--- src/spc_pkg.sv ---
`timescale 1ns / 1ps
// ----------------------------------------------------------------------------
// Skin pixel classifier package
// Widths, chroma coefficients, rule constants and register indexes.
// ----------------------------------------------------------------------------
package spc_pkg;

    localparam int PIX_W   = 8;
    localparam int SUM_W   = 10;
    localparam int CHR_W   = 26;
    localparam int RULE_W  = 22;
    localparam int WIDE_W  = 36;
    localparam int SQ_W    = 20;
    localparam int PROD_W  = 16;
    localparam int CUBE_W  = 30;
    localparam int BRR_W   = 24;
    localparam int QT_W    = 25;
    localparam int E_W     = 21;

    typedef logic [1:0] t_cfg_index;

    localparam t_cfg_index CFG_CB_LOW  = 2'd0;
    localparam t_cfg_index CFG_CB_HIGH = 2'd1;
    localparam t_cfg_index CFG_CR_LOW  = 2'd2;
    localparam t_cfg_index CFG_CR_HIGH = 2'd3;

    localparam logic [PIX_W-1:0] CB_LOW_RST  = 8'd77;
    localparam logic [PIX_W-1:0] CB_HIGH_RST = 8'd127;
    localparam logic [PIX_W-1:0] CR_LOW_RST  = 8'd133;
    localparam logic [PIX_W-1:0] CR_HIGH_RST = 8'd173;

    // Q16 chroma coefficients.
    localparam logic signed [CHR_W-1:0] CB_R   = 26'sd11056;
    localparam logic signed [CHR_W-1:0] CB_G   = 26'sd21706;
    localparam logic signed [CHR_W-1:0] CB_B   = 26'sd32768;
    localparam logic signed [CHR_W-1:0] CR_R   = 26'sd32768;
    localparam logic signed [CHR_W-1:0] CR_G   = 26'sd27414;
    localparam logic signed [CHR_W-1:0] CR_B   = 26'sd5348;
    localparam logic signed [CHR_W-1:0] CH_OFS = 26'sd8388608;
    localparam logic signed [CHR_W-1:0] CH_MAX = 26'sd16711680;

    // RGB rule constants.
    localparam logic [RULE_W-1:0] K_1000  = 22'd1000;
    localparam logic [RULE_W-1:0] K_1249  = 22'd1249;
    localparam logic [RULE_W-1:0] K_2076  = 22'd2076;
    localparam logic [RULE_W-1:0] K_10000 = 22'd10000;
    localparam logic [RULE_W-1:0] K_3043  = 22'd3043;
    localparam logic [RULE_W-1:0] K_372   = 22'd372;

    // Chroma rule ratio constants.
    localparam logic [WIDE_W-1:0] T1_L  = 36'd3000;
    localparam logic [WIDE_W-1:0] T1_R  = 36'd110;
    localparam logic [WIDE_W-1:0] T2_G  = 36'd5000;
    localparam logic [WIDE_W-1:0] T3_S  = 36'd10000;
    localparam logic [WIDE_W-1:0] T3_E  = 36'd27775;

endpackage

--- src/skin_pixel_classifier_top.sv ---
`timescale 1ns / 1ps
// ----------------------------------------------------------------------------
// Skin pixel classifier
// Flags an RGB pixel as skin using an RGB rule or a ratio and chroma rule.
// An accepted input beat passes the stage 1, 2, 3 and 4 registers in order to a valid result beat.
// Throughput is one pixel per cycle when not stalled, through a four-stage multiplier pipeline.
// A stalled result holds the whole pipeline; nothing is dropped or repeated.
// Reset clears all stage valids and loads the default chroma windows.
// ----------------------------------------------------------------------------
module skin_pixel_classifier_top (
    input  logic                      i_clk,
    input  logic                      i_rst_n,
    input  logic                      i_valid,
    output logic                      o_stall,
    input  logic [spc_pkg::PIX_W-1:0] i_red,
    input  logic [spc_pkg::PIX_W-1:0] i_green,
    input  logic [spc_pkg::PIX_W-1:0] i_blue,
    output logic                      o_valid,
    input  logic                      i_stall,
    output logic                      o_is_skin,
    input  logic                      i_cfg_we,
    input  spc_pkg::t_cfg_index       i_cfg_index,
    input  logic [spc_pkg::PIX_W-1:0] i_cfg_data
);

    logic [spc_pkg::PIX_W-1:0] r_cb_low, r_cb_high, r_cr_low, r_cr_high;

    logic w_adv;

    // Stage 1 registers.
    logic                              r_v1;
    logic [spc_pkg::PIX_W-1:0]         r_s1_r, r_s1_g, r_s1_b;
    logic [spc_pkg::SUM_W-1:0]         r_s1_s;
    logic                              r_s1_rgb;
    logic signed [spc_pkg::CHR_W-1:0]  r_s1_cb, r_s1_cr;
    logic [spc_pkg::SUM_W-1:0]         n_s1_s;
    logic                              n_s1_rgb;
    logic signed [spc_pkg::CHR_W-1:0]  n_s1_cb, n_s1_cr;

    // Stage 2 registers.
    logic                              r_v2;
    logic [spc_pkg::PIX_W-1:0]         r_s2_r, r_s2_g, r_s2_b;
    logic [spc_pkg::SUM_W-1:0]         r_s2_s;
    logic                              r_s2_rgb, r_s2_win;
    logic [spc_pkg::PROD_W-1:0]        r_s2_rr, r_s2_rb, r_s2_gg;
    logic [spc_pkg::SQ_W-1:0]          r_s2_ss, r_s2_rs;
    logic                              n_s2_win;

    // Stage 3 registers.
    logic                              r_v3;
    logic [spc_pkg::PIX_W-1:0]         r_s3_g;
    logic                              r_s3_s_nz;
    logic                              r_s3_rgb, r_s3_win;
    logic [spc_pkg::BRR_W-1:0]         r_s3_brr;
    logic [spc_pkg::CUBE_W-1:0]        r_s3_sss;
    logic [spc_pkg::QT_W-1:0]          r_s3_q;
    logic signed [spc_pkg::E_W-1:0]    r_s3_e;
    logic [spc_pkg::SQ_W-1:0]          r_s3_ss;

    // Stage 4 registers.
    logic                              r_v4;
    logic                              r_s4_skin;
    logic                              n_s4_skin;

    assign w_adv     = !(r_v4 && i_stall);
    assign o_stall   = r_v4 && i_stall;
    assign o_valid   = r_v4;
    assign o_is_skin = r_s4_skin;

    always_ff @(posedge i_clk) begin
        if (!i_rst_n) begin
            r_cb_low  <= spc_pkg::CB_LOW_RST;
            r_cb_high <= spc_pkg::CB_HIGH_RST;
            r_cr_low  <= spc_pkg::CR_LOW_RST;
            r_cr_high <= spc_pkg::CR_HIGH_RST;
        end else if (i_cfg_we) begin
            case (i_cfg_index)
                spc_pkg::CFG_CB_LOW:  r_cb_low  <= i_cfg_data;
                spc_pkg::CFG_CB_HIGH: r_cb_high <= i_cfg_data;
                spc_pkg::CFG_CR_LOW:  r_cr_low  <= i_cfg_data;
                spc_pkg::CFG_CR_HIGH: r_cr_high <= i_cfg_data;
                default: ;
            endcase
        end
    end

    // Stage 1: sum, the complete RGB rule and the raw Q16 chroma values.
    always_comb begin
        logic [spc_pkg::RULE_W-1:0] r22, g22, b22, s22;
        logic [spc_pkg::PIX_W-1:0]  mx, mn;
        logic signed [spc_pkg::CHR_W-1:0] sr, sg, sb;
        r22 = spc_pkg::RULE_W'(i_red);
        g22 = spc_pkg::RULE_W'(i_green);
        b22 = spc_pkg::RULE_W'(i_blue);
        n_s1_s = spc_pkg::SUM_W'(i_red) + spc_pkg::SUM_W'(i_green)
               + spc_pkg::SUM_W'(i_blue);
        s22 = spc_pkg::RULE_W'(n_s1_s);
        mx = (i_red > i_green) ? i_red : i_green;
        mn = (i_red < i_green) ? i_red : i_green;
        if (i_blue > mx) begin
            mx = i_blue;
        end
        if (i_blue < mn) begin
            mn = i_blue;
        end
        n_s1_rgb = (i_red > 8'd95) && (i_green > 8'd40) && (i_blue > 8'd20)
                && ((mx - mn) > 8'd15)
                && (i_red > i_green) && ((i_red - i_green) > 8'd15)
                && (i_red > i_blue)
                && (spc_pkg::K_1000 * b22 < spc_pkg::K_1249 * g22)
                && ({b22[spc_pkg::RULE_W-2:0], 1'b0} > g22)
                && (spc_pkg::K_1000 * s22 > spc_pkg::K_2076 * r22)
                && (spc_pkg::K_10000 * b22 < spc_pkg::K_3043 * s22)
                && (spc_pkg::K_1000 * g22 < spc_pkg::K_372 * s22);
        sr = $signed(spc_pkg::CHR_W'(i_red));
        sg = $signed(spc_pkg::CHR_W'(i_green));
        sb = $signed(spc_pkg::CHR_W'(i_blue));
        n_s1_cb = spc_pkg::CH_OFS + spc_pkg::CB_B * sb
                - spc_pkg::CB_R * sr - spc_pkg::CB_G * sg;
        n_s1_cr = spc_pkg::CH_OFS + spc_pkg::CR_R * sr
                - spc_pkg::CR_G * sg - spc_pkg::CR_B * sb;
    end

    // Stage 2: clamped chroma window test.
    always_comb begin
        logic signed [spc_pkg::CHR_W-1:0] cb, cr;
        cb = r_s1_cb;
        cr = r_s1_cr;
        if (cb < 0) begin
            cb = '0;
        end else if (cb > spc_pkg::CH_MAX) begin
            cb = spc_pkg::CH_MAX;
        end
        if (cr < 0) begin
            cr = '0;
        end else if (cr > spc_pkg::CH_MAX) begin
            cr = spc_pkg::CH_MAX;
        end
        n_s2_win = (cb >= $signed({2'b00, r_cb_low, 16'h0000}))
                && (cb <= $signed({2'b00, r_cb_high, 16'h0000}))
                && (cr >= $signed({2'b00, r_cr_low, 16'h0000}))
                && (cr <= $signed({2'b00, r_cr_high, 16'h0000}));
    end

    // Stage 4: final ratio compares and the result.
    always_comb begin
        logic t1, t2, t3;
        logic [spc_pkg::WIDE_W-1:0] e36;
        e36 = spc_pkg::WIDE_W'(r_s3_e[spc_pkg::E_W-2:0]);
        t1 = (spc_pkg::T1_L * spc_pkg::WIDE_W'(r_s3_brr))
           > (spc_pkg::T1_R * spc_pkg::WIDE_W'(r_s3_sss));
        t2 = spc_pkg::WIDE_W'(r_s3_q) > spc_pkg::T2_G * spc_pkg::WIDE_W'(r_s3_g);
        t3 = r_s3_s_nz && (r_s3_e[spc_pkg::E_W-1]
           || (spc_pkg::T3_S * spc_pkg::WIDE_W'(r_s3_ss) < spc_pkg::T3_E * e36));
        n_s4_skin = r_s3_rgb || (t1 && t2 && t3 && r_s3_win);
    end

    always_ff @(posedge i_clk) begin
        if (!i_rst_n) begin
            r_v1 <= 1'b0;
            r_v2 <= 1'b0;
            r_v3 <= 1'b0;
            r_v4 <= 1'b0;
        end else if (w_adv) begin
            r_v1 <= i_valid;
            r_v2 <= r_v1;
            r_v3 <= r_v2;
            r_v4 <= r_v3;
        end
    end

    always_ff @(posedge i_clk) begin
        if (w_adv) begin
            r_s1_r   <= i_red;
            r_s1_g   <= i_green;
            r_s1_b   <= i_blue;
            r_s1_s   <= n_s1_s;
            r_s1_rgb <= n_s1_rgb;
            r_s1_cb  <= n_s1_cb;
            r_s1_cr  <= n_s1_cr;

            r_s2_r   <= r_s1_r;
            r_s2_g   <= r_s1_g;
            r_s2_b   <= r_s1_b;
            r_s2_s   <= r_s1_s;
            r_s2_rgb <= r_s1_rgb;
            r_s2_win <= n_s2_win;
            r_s2_rr  <= spc_pkg::PROD_W'(r_s1_r) * spc_pkg::PROD_W'(r_s1_r);
            r_s2_rb  <= spc_pkg::PROD_W'(r_s1_r) * spc_pkg::PROD_W'(r_s1_b);
            r_s2_gg  <= spc_pkg::PROD_W'(r_s1_g) * spc_pkg::PROD_W'(r_s1_g);
            r_s2_ss  <= spc_pkg::SQ_W'(r_s1_s) * spc_pkg::SQ_W'(r_s1_s);
            r_s2_rs  <= spc_pkg::SQ_W'(r_s1_r) * spc_pkg::SQ_W'(r_s1_s);

            r_s3_g    <= r_s2_g;
            r_s3_s_nz <= (r_s2_s != '0);
            r_s3_rgb  <= r_s2_rgb;
            r_s3_win  <= r_s2_win;
            r_s3_ss   <= r_s2_ss;
            r_s3_brr  <= spc_pkg::BRR_W'(r_s2_b) * spc_pkg::BRR_W'(r_s2_rr);
            r_s3_sss  <= spc_pkg::CUBE_W'(r_s2_s) * spc_pkg::CUBE_W'(r_s2_ss);
            r_s3_q    <= (spc_pkg::QT_W'(r_s2_rb) + spc_pkg::QT_W'(r_s2_gg))
                       * spc_pkg::QT_W'(r_s2_b);
            r_s3_e    <= $signed(spc_pkg::E_W'(r_s2_rs) + spc_pkg::E_W'(r_s2_rs)
                       + spc_pkg::E_W'(r_s2_rs) + spc_pkg::E_W'(r_s2_r)
                       - spc_pkg::E_W'(r_s2_g));

            r_s4_skin <= n_s4_skin;
        end
    end

endmodule
--- config.mk ---
export PLATFORM = sky130hd
export DESIGN_NAME = skin_pixel_classifier_top
export DESIGN_NICKNAME = d
export VERILOG_FILES = /design/src/spc_pkg.sv /design/src/skin_pixel_classifier_top.sv
export SDC_FILE = /design/constraint.sdc
export NUM_CORES = 2
export LEC_CHECK = 0
export BUFFER_PORTS_ARGS = -buffer_cell sky130_fd_sc_hd__buf_4
export CAP_MARGIN = 20
export CORE_UTILIZATION = 40
export CTS_BUF_LIST = sky130_fd_sc_hd__clkbuf_8
export DETAILED_ROUTE_END_ITERATION = 10
export PLACE_DENSITY_LB_ADDON = 0.12
export SLEW_MARGIN = 0
export SYNTH_ARGS = -nofsm -noshare
export SYNTH_HDL_FRONTEND = slang
export SYNTH_SLANG_ARGS = --single-unit
--- constraint.sdc ---
create_clock -name i_clk -period 20.4 [get_ports i_clk]
set_clock_uncertainty 0.1 [all_clocks]
set_input_delay 1.02 -clock i_clk [delete_from_list [all_inputs] [get_ports i_clk]]
set_output_delay 1.02 -clock i_clk [all_outputs]
set_load 0.03 [all_outputs]
==> results_dict.tcl <==
set metrics [dict create \
    relSlewSlack_pct 30.61 \
    coreArea_um2 199900 \
    maxSlewViolCount 0 \
    placed_area_um2 84040 \
    wl_per_cell_um 17.77 \
    fillers 19689 \
    seqCellArea_um2 10600 \
    tritoncts "yes" \
    cpMostUsedCell "ha_1" \
    path_depth 41 \
    htreeDepth 3 \
    vias 56684 \
    end_kind "flip-flop" \
    cts-root-buf "clkbuf_8" \
    initial_core_util_pct 40.27 \
    crit_required_ns 21.00 \
    hold_viol_final 0 \
    tns_ns 0 \
    ios 42 \
    gr-usage-all-layers_pct 20.14 \
    routabilityCongestion 0.8488 \
    hold_ws_ns 0.3341 \
    synthCells 8393 \
    cts_hold_buf 0 \
    worst_pin_slew_ns 1.041 \
    clock_sinks 365 \
    synth_fp_nets 11140 \
    synth_edf_count 329 \
    r2r.worst_path.cells 27 \
    io_buffers 41 \
    syn_area_um2 80480 \
    die_w_um 450.6 \
    ys_top_cells_by_area "fa_1 (28%), ha_1 (25%), edfxtp_1 (12%), inv_1 (8.2%), xnor2_1 (3.7%)" \
    rsz0062_at_grt "no" \
    drive_above_1_share_pct 3.245 \
    finalCritPeriodShare_pct 48.83 \
    grt_max_degree 136 \
    multi_input_comb_area_um2 62860 \
    vias_per_cell 5.076 \
    max_freq_mhz 100.4 \
    drt.antenna.violating_nets 0 \
    rows 164 \
    cts_buffers 81 \
    cts_resized 0 \
    async_flop_share_pct 0 \
    syn_to_final_growth_pct 6.604 \
    clk_pin_slew_ns 0.08 \
    setup_viol 0 \
    synth_ff_type "edfxtp_1" \
    cp_top_family "adder cells" \
    drc_errors 0 \
    wl_um 198400 \
    crit_slowest_cell "fa_1" \
    die_h_um 450.6 \
    start_kind "primary input" \
    path_max_fanout 15 \
    clkLatencyLatePin_ns 0.85 \
    drt_iter0_drc 2413 \
    crit_path_max_incr_delay_ns 0.57 \
    die_area_um2 203000 \
    worstPathArrival_ns 10.56 \
    dpl.hpwl_um 162700 \
    hp-class "flip-flop to flip-flop" \
    ys_warn_count 0 \
    grt_pass1_wl_um 325500 \
    clock_path_buffers 3 \
    overflow 0 \
    status "finished, final reports clean" \
    nets 11189 \
    critPathKind "primary input to flip-flop" \
    ys_seq_area_share_pct 13.17 \
    min_period_ns 9.962 \
    path_buf_inv 6 \
    ys_types 89 \
    synth_top_area_share_pct 27.76 \
    ys_ff_latch 365 \
    maxCapViolations 0 \
    grt_pass1_vias 60535 \
    cts_setup_buffers 0 \
    design_area_um2 85790 \
    antenna_found_initial 6 \
    firstDrtPassIters 5 \
    post-synth-top-area-cell "fa_1" \
    avgSynthCellArea_um2 9.589 \
    hold_depth 0 \
]
==> registers in the layout (all words and copies together), names as in the netlist, 10 cells and up <==
name      flops
r_s2_s       10
r_s3_q       25
r_s1_cb      24
r_s2_gg      14
r_s3_sss     30
r_s2_rr      14
r_s3_ss      18
r_s2_rb      16
r_s2_ss      18
r_s3_e       21
r_s1_cr      24
r_s1_s       10
r_s3_brr     24
r_s2_rs      18
==> stage by stage <==
step,utilization (%),std cells,worst slack [ns]
2_1_floorplan,-,8393,9.252
3_3_place_gp,42.05,11015,9.571
3_5_place_dp,42.05,11015,9.517
4_1_cts,42.92,11161,10.46
5_1_grt,42.92,11165,9.641
6_report,42.93,11167,10.44
==> cells in the final DEF, fill, tap and decap left out, types with 81 or more instances in the layout <==
cell         n
nor2b_1     83
nand2_1    588
o21ai_0    233
clkbuf_8    81
xor2_1     123
a21o_1     141
a21oi_1    369
o21a_1      86
xnor2_1    337
nor2_1     335
inv_1     1766
fa_1      1116
buf_4       87
edfxtp_1   329
and2_1     346
ha_1      1592
==> worst paths after layout <==
kind                                           start  slack (ns)                   to
worst max register to register  r_s3_e[17]$_DFFE_PN_       11.72  o_is_skin$_DFFE_PN_
worst min register to register    r_s2_rgb$_DFFE_PN_        0.33   r_s3_rgb$_DFFE_PN_
worst min-delay path              r_s2_rgb$_DFFE_PN_        0.33   r_s3_rgb$_DFFE_PN_
worst max-delay path                       i_blue[1]       10.44   r_s1_rgb$_DFFE_PN_
==> cells by family after synthesis <==
kind of cell               count (synthesis)  synth area share (%)
xor gates and xnor gates                 462                 5.028
DFF                                      365                 13.17
AOI/OAI and AO/OA                       1208                 9.680
muxes                                     10                0.1461
adders and majority gates               2708                 52.51
and+or+nand+nor                         1765                 10.72
buffers and inverters                   1875                 8.745
==> area by class of cell <==
class / count / area share [%]
multi-input cells: 6153 / 73.27
inverters: 1753 / 7.670
well taps: 2656 / 3.873
repair buffers: 88 / 0.7846
diodes: 6 / 0.01750
clock buffers: 81 / 1.299
flip-flops and latches: 365 / 12.36
clock inverters: 65 / 0.7277
==> cell usage after synthesis, types with 36 or more instances <==
cell / n
a21boi_0: 39
a21o_1: 141
a21oi_1: 369
and2_1: 346
clkbuf_1: 119
dfxtp_1: 36
edfxtp_1: 329
fa_1: 1116
ha_1: 1592
inv_1: 1753
nand2_1: 589
nand2b_1: 67
nand3_1: 75
nand4_1: 52
nor2_1: 335
nor2b_1: 83
nor3_1: 79
o211ai_1: 39
o21a_1: 86
o21ai_0: 233
o21bai_1: 74
xnor2_1: 339
xor2_1: 123
==> metal layers <==
metal	GRT usage (%)	vias to the layer above	share of wire, %
li1	-	27462	-
met3	2.167	205	3.0
met4	4.246	0	2.1
met5	0	-	0
met1	26.40	28284	45
met2	35.58	733	50
Power is not shown: default switching activity piles up to over one toggle a cycle in this logic, so the estimate is an artifact.
